**src/hdl/imc_pkg.sv**
```systemverilog
// ----------------------------------------------------------------------------
// imc_pkg
// Shared types and constants of the motion classifier: register indexes,
// class codes, LED codes and the fixed-point tilt threshold.
// ----------------------------------------------------------------------------
package imc_pkg;

   localparam int LIMIT_WIDTH = 34;

   // 0.985^2 as 63585/65536; the tilt test is folded to
   // (65536-63585)*|a|^2 < 65536*(ax^2+ay^2)
   localparam int TILT_NUM   = 63585;
   localparam int TILT_SHIFT = 16;
   localparam int TILT_DEN   = 65536;
   localparam int TILT_GAP   = TILT_DEN - TILT_NUM;

   localparam int RST_ACCEL_OFFSET_X = 1029;
   localparam int RST_ACCEL_OFFSET_Y = -606;
   localparam int RST_GYRO_OFFSET_X  = -96;
   localparam int RST_GYRO_OFFSET_Y  = 15;
   localparam int RST_GYRO_OFFSET_Z  = 36;
   localparam logic [LIMIT_WIDTH-1:0] RST_ROTATION_LIMIT_SQ    = 34'd18688329;
   localparam logic [LIMIT_WIDTH-1:0] RST_GRAVITY_BAND_LOW_SQ  = 34'd269855532;
   localparam logic [LIMIT_WIDTH-1:0] RST_GRAVITY_BAND_HIGH_SQ = 34'd301862772;

   typedef enum logic [2:0] {
      REG_ACCEL_OFFSET_X       = 3'd0,
      REG_ACCEL_OFFSET_Y       = 3'd1,
      REG_GYRO_OFFSET_X        = 3'd2,
      REG_GYRO_OFFSET_Y        = 3'd3,
      REG_GYRO_OFFSET_Z        = 3'd4,
      REG_ROTATION_LIMIT_SQ    = 3'd5,
      REG_GRAVITY_BAND_LOW_SQ  = 3'd6,
      REG_GRAVITY_BAND_HIGH_SQ = 3'd7
   } csr_index_type;

   typedef enum logic [1:0] {
      MOTION_STATIONARY = 2'd0,
      MOTION_TILTED     = 2'd1,
      MOTION_ROTATING   = 2'd2,
      MOTION_MOVING     = 2'd3
   } motion_class_type;

   localparam logic [2:0] LED_OFF   = 3'b000;
   localparam logic [2:0] LED_RED   = 3'b001;
   localparam logic [2:0] LED_GREEN = 3'b010;
   localparam logic [2:0] LED_BLUE  = 3'b100;

endpackage

```
**src/hdl/imu_motion_classifier_unit.sv**
```systemverilog
// Throughput: one sample per cycle while rsp_ready takes each beat, through a
// five-stage pipeline (offset/abs, square, sum, compare/scale, tilt compare);
// stages advance whenever the next slot is free or emptying.
// Reset (synchronous): empties all stages and restores register defaults.
// ----------------------------------------------------------------------------
// imu_motion_classifier_unit
// Six-axis motion classifier: offset removal, squared magnitudes and
// priority threshold tests giving a motion class and LED code.
// ----------------------------------------------------------------------------
module imu_motion_classifier_unit #(
   parameter int SAMPLE_WIDTH = 16,
   parameter int CSR_WIDTH    = (SAMPLE_WIDTH > imc_pkg::LIMIT_WIDTH) ?
                                SAMPLE_WIDTH : imc_pkg::LIMIT_WIDTH
) (
   input  logic                           clock,
   input  logic                           reset,

   input  logic                           csr_write_enable,
   input  logic [2:0]                     csr_index,
   input  logic [CSR_WIDTH-1:0]           csr_wdata,

   input  logic                           req_valid,
   output logic                           req_ready,
   input  logic signed [SAMPLE_WIDTH-1:0] req_accel_x,
   input  logic signed [SAMPLE_WIDTH-1:0] req_accel_y,
   input  logic signed [SAMPLE_WIDTH-1:0] req_accel_z,
   input  logic signed [SAMPLE_WIDTH-1:0] req_gyro_x,
   input  logic signed [SAMPLE_WIDTH-1:0] req_gyro_y,
   input  logic signed [SAMPLE_WIDTH-1:0] req_gyro_z,

   output logic                           rsp_valid,
   input  logic                           rsp_ready,
   output logic [1:0]                     rsp_motion_class,
   output logic [2:0]                     rsp_led_rgb
);

   localparam int SW   = SAMPLE_WIDTH;
   localparam int AXES = 6;
   localparam int SQW  = 2 * SW;
   localparam int XYW  = SQW + 1;
   localparam int SUMW = SQW + 2;
   localparam int CW   = (SUMW > imc_pkg::LIMIT_WIDTH) ? SUMW : imc_pkg::LIMIT_WIDTH;
   localparam int PW   = SUMW + imc_pkg::TILT_SHIFT;
   localparam int LW   = imc_pkg::LIMIT_WIDTH;

   // configuration registers
   logic signed [SW-1:0] accel_offset_x_ff, accel_offset_y_ff;
   logic signed [SW-1:0] gyro_offset_x_ff, gyro_offset_y_ff, gyro_offset_z_ff;
   logic [LW-1:0]        rotation_limit_sq_ff, band_low_sq_ff, band_high_sq_ff;

   always_ff @(posedge clock) begin
      if (reset) begin
         accel_offset_x_ff    <= SW'(imc_pkg::RST_ACCEL_OFFSET_X);
         accel_offset_y_ff    <= SW'(imc_pkg::RST_ACCEL_OFFSET_Y);
         gyro_offset_x_ff     <= SW'(imc_pkg::RST_GYRO_OFFSET_X);
         gyro_offset_y_ff     <= SW'(imc_pkg::RST_GYRO_OFFSET_Y);
         gyro_offset_z_ff     <= SW'(imc_pkg::RST_GYRO_OFFSET_Z);
         rotation_limit_sq_ff <= imc_pkg::RST_ROTATION_LIMIT_SQ;
         band_low_sq_ff       <= imc_pkg::RST_GRAVITY_BAND_LOW_SQ;
         band_high_sq_ff      <= imc_pkg::RST_GRAVITY_BAND_HIGH_SQ;
      end else if (csr_write_enable) begin
         unique case (csr_index)
            imc_pkg::REG_ACCEL_OFFSET_X:       accel_offset_x_ff <= csr_wdata[SW-1:0];
            imc_pkg::REG_ACCEL_OFFSET_Y:       accel_offset_y_ff <= csr_wdata[SW-1:0];
            imc_pkg::REG_GYRO_OFFSET_X:        gyro_offset_x_ff  <= csr_wdata[SW-1:0];
            imc_pkg::REG_GYRO_OFFSET_Y:        gyro_offset_y_ff  <= csr_wdata[SW-1:0];
            imc_pkg::REG_GYRO_OFFSET_Z:        gyro_offset_z_ff  <= csr_wdata[SW-1:0];
            imc_pkg::REG_ROTATION_LIMIT_SQ:    rotation_limit_sq_ff <= csr_wdata[LW-1:0];
            imc_pkg::REG_GRAVITY_BAND_LOW_SQ:  band_low_sq_ff    <= csr_wdata[LW-1:0];
            imc_pkg::REG_GRAVITY_BAND_HIGH_SQ: band_high_sq_ff   <= csr_wdata[LW-1:0];
            default: ;
         endcase
      end
   end

   // stage enables: a stage loads when it is empty or its beat moves on
   logic s1_valid_ff, s2_valid_ff, s3_valid_ff, s4_valid_ff, s5_valid_ff;
   logic en1, en2, en3, en4, en5;

   assign en5       = !s5_valid_ff || rsp_ready;
   assign en4       = !s4_valid_ff || en5;
   assign en3       = !s3_valid_ff || en4;
   assign en2       = !s2_valid_ff || en3;
   assign en1       = !s1_valid_ff || en2;
   assign req_ready = en1;

   always_ff @(posedge clock) begin
      if (reset) begin
         s1_valid_ff <= 1'b0;
         s2_valid_ff <= 1'b0;
         s3_valid_ff <= 1'b0;
         s4_valid_ff <= 1'b0;
         s5_valid_ff <= 1'b0;
      end else begin
         if (en1) s1_valid_ff <= req_valid;
         if (en2) s2_valid_ff <= s1_valid_ff;
         if (en3) s3_valid_ff <= s2_valid_ff;
         if (en4) s4_valid_ff <= s3_valid_ff;
         if (en5) s5_valid_ff <= s4_valid_ff;
      end
   end

   // stage 1: offset removal and magnitude
   logic signed [SW-1:0] raw [AXES];
   logic signed [SW-1:0] off [AXES];
   logic [SW-1:0]        s1_abs_in [AXES];
   logic [SW-1:0]        s1_abs_ff [AXES];

   assign raw[0] = req_accel_x;
   assign raw[1] = req_accel_y;
   assign raw[2] = req_accel_z;
   assign raw[3] = req_gyro_x;
   assign raw[4] = req_gyro_y;
   assign raw[5] = req_gyro_z;
   assign off[0] = accel_offset_x_ff;
   assign off[1] = accel_offset_y_ff;
   assign off[2] = '0;
   assign off[3] = gyro_offset_x_ff;
   assign off[4] = gyro_offset_y_ff;
   assign off[5] = gyro_offset_z_ff;

   always_comb begin
      logic [SW:0] diff;
      for (int i = 0; i < AXES; i++) begin
         diff = {raw[i][SW-1], raw[i]} - {off[i][SW-1], off[i]};
         // |diff| never exceeds 2^SW - 1
         s1_abs_in[i] = diff[SW] ? SW'(~diff + 1'b1) : diff[SW-1:0];
      end
   end

   always_ff @(posedge clock) begin
      if (en1) s1_abs_ff <= s1_abs_in;
   end

   // stage 2: squares
   logic [SQW-1:0] s2_sq_ff [AXES];

   always_ff @(posedge clock) begin
      if (en2) begin
         for (int i = 0; i < AXES; i++) begin
            s2_sq_ff[i] <= SQW'(s1_abs_ff[i]) * SQW'(s1_abs_ff[i]);
         end
      end
   end

   // stage 3: squared magnitudes
   logic [XYW-1:0]  s3_axy_in, s3_axy_ff;
   logic [SUMW-1:0] s3_acc_ff, s3_gyr_ff;

   assign s3_axy_in = XYW'(s2_sq_ff[0]) + XYW'(s2_sq_ff[1]);

   always_ff @(posedge clock) begin
      if (en3) begin
         s3_axy_ff <= s3_axy_in;
         s3_acc_ff <= SUMW'(s3_axy_in) + SUMW'(s2_sq_ff[2]);
         s3_gyr_ff <= SUMW'(s2_sq_ff[3]) + SUMW'(s2_sq_ff[4]) + SUMW'(s2_sq_ff[5]);
      end
   end

   // stage 4: threshold compares and tilt scaling
   logic          s4_rot_ff, s4_mov_ff;
   logic [PW-1:0] s4_prod_ff, s4_ref_ff;

   always_ff @(posedge clock) begin
      if (en4) begin
         s4_rot_ff  <= CW'(s3_gyr_ff) > CW'(rotation_limit_sq_ff);
         s4_mov_ff  <= (CW'(s3_acc_ff) < CW'(band_low_sq_ff)) ||
                       (CW'(s3_acc_ff) > CW'(band_high_sq_ff));
         s4_prod_ff <= PW'(s3_acc_ff) * PW'(imc_pkg::TILT_GAP);
         s4_ref_ff  <= PW'(s3_axy_ff) << imc_pkg::TILT_SHIFT;
      end
   end

   // stage 5: class and LED, held until taken
   imc_pkg::motion_class_type s5_class_in, s5_class_ff;
   logic [2:0]                s5_led_in, s5_led_ff;

   always_comb begin
      priority if (s4_rot_ff) begin
         s5_class_in = imc_pkg::MOTION_ROTATING;
         s5_led_in   = imc_pkg::LED_BLUE;
      end else if (s4_mov_ff) begin
         s5_class_in = imc_pkg::MOTION_MOVING;
         s5_led_in   = imc_pkg::LED_GREEN;
      end else if (s4_prod_ff < s4_ref_ff) begin
         s5_class_in = imc_pkg::MOTION_TILTED;
         s5_led_in   = imc_pkg::LED_RED;
      end else begin
         s5_class_in = imc_pkg::MOTION_STATIONARY;
         s5_led_in   = imc_pkg::LED_OFF;
      end
   end

   always_ff @(posedge clock) begin
      if (en5) begin
         s5_class_ff <= s5_class_in;
         s5_led_ff   <= s5_led_in;
      end
   end

   assign rsp_valid        = s5_valid_ff;
   assign rsp_motion_class = s5_class_ff;
   assign rsp_led_rgb      = s5_led_ff;

   // checks
   a_led_matches_class: assert property (@(posedge clock) disable iff (reset)
      rsp_valid |->
         (rsp_motion_class == imc_pkg::MOTION_ROTATING   && rsp_led_rgb == imc_pkg::LED_BLUE)  ||
         (rsp_motion_class == imc_pkg::MOTION_MOVING     && rsp_led_rgb == imc_pkg::LED_GREEN) ||
         (rsp_motion_class == imc_pkg::MOTION_TILTED     && rsp_led_rgb == imc_pkg::LED_RED)   ||
         (rsp_motion_class == imc_pkg::MOTION_STATIONARY && rsp_led_rgb == imc_pkg::LED_OFF))
      else $error("LED code does not match motion class");

   a_ready_when_empty: assert property (@(posedge clock) disable iff (reset)
      !s1_valid_ff |-> req_ready)
      else $error("req_ready low with an empty first stage");

   a_stall_holds: assert property (@(posedge clock) disable iff (reset)
      s4_valid_ff && !en5 |=> s4_valid_ff && $stable(s4_prod_ff) && $stable(s4_rot_ff))
      else $error("stalled beat in stage 4 lost or changed");

   a_rotation_wins: assert property (@(posedge clock) disable iff (reset)
      s4_valid_ff && en5 && s4_rot_ff |=>
         rsp_valid && rsp_motion_class == imc_pkg::MOTION_ROTATING)
      else $error("rotation not given priority");

   a_reset_empties: assert property (@(posedge clock)
      reset |=> !rsp_valid && !s1_valid_ff)
      else $error("pipeline not empty after reset");

endmodule

```
**config.mk**
```make
export PLATFORM = sky130hd
export DESIGN_NAME = imu_motion_classifier_unit
export DESIGN_NICKNAME = d
export VERILOG_FILES = /design/src/hdl/imc_pkg.sv /design/src/hdl/imu_motion_classifier_unit.sv
export SDC_FILE = /design/constraint.sdc
export NUM_CORES = 2
export LEC_CHECK = 0
export BUFFER_PORTS_ARGS = -buffer_cell sky130_fd_sc_hd__clkbuf_2
export CAP_MARGIN = 30
export CORE_ASPECT_RATIO = 0.5
export CORE_UTILIZATION = 25
export CTS_CLUSTER_SIZE = 40
export DETAILED_ROUTE_END_ITERATION = 12
export PLACE_DENSITY = 0.52
export SETUP_SLACK_MARGIN = 0.1
export SLEW_MARGIN = 5
export SYNTH_ARGS = -nofsm -noshare
export SYNTH_HDL_FRONTEND = slang
export SYNTH_SLANG_ARGS = --single-unit
```
**constraint.sdc**
```tcl
create_clock -name clock -period 6.6 [get_ports clock]
set_clock_uncertainty 0.05 [all_clocks]
set_input_delay 0.33 -clock clock [delete_from_list [all_inputs] [get_ports clock]]
set_output_delay 0.33 -clock clock [all_outputs]
set_load 0.02 [all_outputs]
```
* Word-level counts from Yosys, hierarchy flattened
Memories as Yosys holds them, arrays and structs flattened.
Index checks and enable logic that the tools add are counted.
** Storage, ports and cells
- Memory bits (writable) :: 192
- Memories :: 1
- Word-level logic and storage cells :: 104
- Bits in registers :: 469
- Bits of input ports :: 138
- Latch bits :: 0
- Output and inout port bits :: 7
- ROM bits :: 0
** Operators by class
- Div/mod/pow operators :: 0
- Add/subtract/negate cells :: 15
- Multiply operators :: 7
- Equality and inequality tests :: 7
- Bitwise logic cells :: 6
- Multiplexer cells :: 12
- Order comparisons :: 4
- Shifts and indexed selects :: 0
- Reductions and logical operators :: 21
** Memory list
- s2_sq_ff :: depth 6, bits a word 32, read ports 6, clocked after Yosys merged registers in 0, write ports 6, line imu_motion_classifier_unit.sv:136 : logic [SQW-1:0] s2_sq_ff [AXES];
** Operator list (count)
- $mul A16 B16 Y32 :: 6
- $add A16 B1 Y16 const B :: 6
- $not A16 Y16 :: 6
- $sub A16 B16 Y17 :: 5
- $mux W16 :: 5
- $add A33 B32 Y34 :: 2
- $gt A34 B34 Y1 :: 2
- $add A32 B32 Y33 :: 2
- $lt A45 B49 Y1 :: 1
- $mul A34 B11 Y45 const B :: 1
- $lt A34 B34 Y1 :: 1
- $reduce_and A2 Y1 :: 8
- $mux W15 :: 1
- $eq A3 B3 Y1 const B :: 4
- $eq A3 B2 Y1 const B :: 2
- $logic_or A1 B1 Y1 :: 6
- $logic_not A1 Y1 :: 5
- $mux W1 :: 5
- $eq A3 B1 Y1 const B :: 1
- $logic_not A3 Y1 :: 1
- $mux W2 :: 1
- $reduce_or A2 Y1 :: 1

* Longest topological paths before layout
- Depth after elaboration :: 7
- Depth in mapped cells :: 27

* Least setup slack after synthesis
OpenSTA, ideal clock, no wires.
- Path kind :: register to register
- Start point :: register s1_abs_ff[40] (netlist bit)
- End point :: memory s2_sq_ff[3][24] (netlist bit) (data pin)
- Path slack :: 58 ps
- Buffers on the path :: 1
- Data arrival time :: 6226 ps
- Stages on the path, launching flop included :: 26
- Period minus slack after synthesis :: 6542 ps
- Library setup time :: 266 ps
- Path through :: edfxtp_1 clkbuf_1 nand2_1 inv_1 fa_1 inv_1 fa_1 inv_1 fa_1 inv_1 fa_1 inv_1 fa_1 inv_1 fa_1 inv_1 ha_1 a21oi_1 o21ai_0 nor3_1 a21oi_1 o41ai_1 a21oi_1 a2111oi_0 nor3_1 xor2_1
** RTL lines
- from (decl) :: line imu_motion_classifier_unit.sv:107 : logic [SW-1:0] s1_abs_ff [AXES];
- from (signal assigned) :: line imu_motion_classifier_unit.sv:132 : if (en1) s1_abs_ff <= s1_abs_in;
- to (decl) :: line imu_motion_classifier_unit.sv:136

==> impl_metrics.csv <==
group,metric,value,unit
detailed_routing,drc,0,
cells_and_area,fillerInstances,35298,
timing,hold_viol_final,0,
cells_and_area,fin_nets,11657,
grt,grt_usage,0.128,
timing,max_freq,159,MHz
critical_path,worstPathMaxFanout,7,
detailed_routing,drt.antenna.violating_nets,0,
cts,clk_latency,0.73,ns
detailed_routing,drt_iter0_markers,2839,
timing,maxSlewHeadroom,0.282,
timing,tightest_slew,1.08,ns
grt,grt_pass1_wl,345000,um
critical_path,critical_path_class,"flip-flop to flip-flop",
cts,clockBufferDepth,3,
cts,htree_levels,3,
place,place_congestion,0.860,
synth,synth_edf_count,452,
synth,yosys_warnings,0,
cts,clkTransAtPathRegs,0.06,ns
detailed_routing,dr.pass1.iters,6,
grt,grt_pass1_vias,62577,
cts,root_buffer,"clkbuf_16",
detailed_routing,avgRoutedWirePerCell,15.5,um
floorplanning,die_h,412,um
floorplanning,die_area,339000,sq um
cells_and_area,stdcell_count,13856,
grt,grt_overflow,0,
timing,finalCriticalPeriod,6.30,ns
timing,fin_setup_tns,0,ns
detailed_routing,wl,215000,um
synth,postSynthAreaPerCell,9.49,sq um
floorplanning,ios,145,
timing,finalCritPeriodShare,0.954,
synth,synthFlopType,"edfxtp_1",
synth,synth_area,84200,sq um
critical_path,rr_worst_depth,21,
grt,grt_antenna_before_repair,17,
worst_hold_path,hold_depth,3,
timing,finalSetupViolCount,0,
worst_hold_path,hold_class,"input port to flip-flop",
flow_run,maxCapViolCount,0,
place,dp_cells,13604,
place,hpwl,178000,um
run_status,status,"finished, final reports clean",
cts,cts_tree,"yes",
synth,netlist_instances,8877,
place,io_buffers,144,
timing,drv_slew,0,
synth,ys_seq_area_frac,0.206,
cells_and_area,syn_to_final_growth,14.7,%
cells_and_area,drive_gt1_frac,0.0915,
timing,rsz0062_at_grt,"yes",
critical_path,cp-end-kind,"flip-flop",
floorplanning,die_w,823,um
detailed_routing,vias_per_cell,4.29,
critical_path,crit_path_start_kind,"flip-flop",
synth,ys_types,84,
floorplanning,coreArea,335000,sq um
cts,numCtsBuffers,79,
floorplanning,fp-row-count,150,
synth,synthArstFlopShare,0,
synth,ys_ff_latch,639,
cells_and_area,layout_common_cells,"inv_1 (2051), fa_1 (1187), ha_1 (996), nand2_1 (924), edfxtp_1 (452)",
cts,cts_sinks,639,
floorplanning,initial_utilization,0.252,
grt,grt_max_degree,188,
detailed_routing,vias,59449,
critical_path,critPathRequiredTime,6.99,ns
critical_path,cp.arrival,6.69,ns
cells_and_area,final_common_cell,"inv_1",
[synthesized netlist by cell type (14+ instances only)]
| cell | n | area, sq um |
|---|---|---|
| inv_1 | 2056 | 7720 |
| fa_1 | 1201 | 24000 |
| ha_1 | 1014 | 12700 |
| nand2_1 | 932 | 3500 |
| edfxtp_1 | 452 | 13600 |
| a21oi_1 | 435 | 2180 |
| nor2_1 | 344 | 1290 |
| xnor2_1 | 312 | 2730 |
| and2_1 | 256 | 1600 |
| dfxtp_1 | 187 | 3740 |
| clkbuf_1 | 185 | 694 |
| a21o_1 | 181 | 1360 |
| o21ai_0 | 167 | 836 |
| xor2_1 | 131 | 1150 |
| nor3_1 | 87 | 435 |
| nor2b_1 | 80 | 500 |
| nand3_1 | 76 | 380 |
| nand2b_1 | 68 | 425 |
| o21a_1 | 68 | 510 |
| nand3b_1 | 53 | 398 |
| o21bai_1 | 50 | 375 |
| and3_1 | 45 | 282 |
| nand4_1 | 45 | 282 |
| a31oi_1 | 41 | 257 |
| o31ai_1 | 31 | 233 |
| or2_2 | 31 | 194 |
| a211o_1 | 30 | 263 |
| a211oi_1 | 29 | 218 |
| or3_1 | 23 | 144 |
| o211ai_1 | 19 | 143 |
| nor4_1 | 17 | 106 |
| clkbuf_2 | 16 | 80.1 |
| a31o_2 | 15 | 131 |
| a2111oi_0 | 14 | 123 |
[worst max-delay path: stages, from the launching register on]
cell	delay, ns
edfxtp_1	0.56
buf_6	0.17
buf_4	0.10
nand2_1	0.07
fa_2	0.62
fa_1	0.44
fa_1	0.50
fa_1	0.57
fa_1	0.42
fa_1	0.49
inv_1	0.04
ha_1	0.37
nand3_2	0.15
o21a_1	0.23
o21ai_1	0.14
a41oi_2	0.09
a211oi_2	0.29
nor3_2	0.09
buf_4	0.14
nor4_1	0.28
a211oi_1	0.10
xnor2_1	0.14
[logic make-up after synthesis]
| logic type | count (synthesis) | synth area share |
|---|---|---|
| buffers and inverters | 2260 | 0.101 |
| adder cells (fa/ha/maj) | 2215 | 0.436 |
| AND/OR/NAND/NOR | 2095 | 0.117 |
| AO/OA/AOI/OAI | 1204 | 0.0917 |
| flip-flops | 639 | 0.206 |
| XOR/XNOR | 443 | 0.0461 |
| multiplexers | 20 | 0.00255 |
| other | 1 | 0.0000445 |
[metrics by stage]
stage	util	worst slack [ns]	hold slack, ns	instance area [sq um]
finish	0.289	0.301	0.0769	96600
global route	0.289	-0.00170	0.0740	96600
CTS	0.285	0.105	0.0171	95400
detailed placement	0.276	0.0212	0.355	92200
global placement	0.275	0.0266	0.354	92200
floorplan	-	0.148	0.350	84300
[routing by layer]
layer	track usage	share of wire
met5	0	0.00030
met4	0.0373	0.031
met3	0.0129	0.027
met2	0.224	0.49
met1	0.166	0.45
[layout make-up]
type | instances | area [sq um] | area share
multi-input cells | 5980 | 59200 | 0.613
clock inverters | 54 | 546 | 0.00565
diodes | 3 | 7.51 | 0.0000777
clock buffers | 92 | 2130 | 0.0220
inverters | 2056 | 7720 | 0.0799
well taps | 4484 | 5610 | 0.0581
flip-flops and latches | 639 | 17300 | 0.179
repair buffers | 548 | 4100 | 0.0424
[flip-flops by register name, summed over array words and instances, names as in the netlist, 2 cells and up]
register and flops:
s2_sq_ff 186, s1_abs_ff 96, band_high_sq_ff 34, band_low_sq_ff 34, rotation_limit_sq_ff 34, s3_acc_ff 34, s3_gyr_ff 34, s3_axy_ff 33
s4_ref_ff 33, s4_prod_ff 29, accel_offset_x_ff 16, accel_offset_y_ff 16, gyro_offset_x_ff 16, gyro_offset_y_ff 16, gyro_offset_z_ff 16, rsp_led_rgb 3
rsp_motion_class 2
[worst paths after layout]
| path | startpoint | slack [ns] | endpoint |
|---|---|---|---|
| hold / removal | req_accel_z[1] | 0.08 | s1_abs_ff[49]$_DFFE_PP_ |
| setup reg to reg | s1_abs_ff[90]$_DFFE_PP_ | 0.30 | s2_sq_ff[0][30]$_DFFE_PP_ |
| setup / recovery | s1_abs_ff[90]$_DFFE_PP_ | 0.30 | s2_sq_ff[0][30]$_DFFE_PP_ |
| hold reg to reg | s3_axy_ff[20]$_DFFE_PP_ | 0.36 | s4_ref_ff[36]$_DFFE_PP_ |
[what timing repair did]
item                                    CTS  global route
hold buffers                             37             0
gates resized for setup                  14           181
hold endpoints to repair                 72             0
endpoints found under the setup margin   13            57
buffers inserted                         10            53
pin swaps                                 3            76
Power is left out: the tool's default activity adds up to more than one toggle a clock period on the data nets, which glitch-free logic cannot reach.
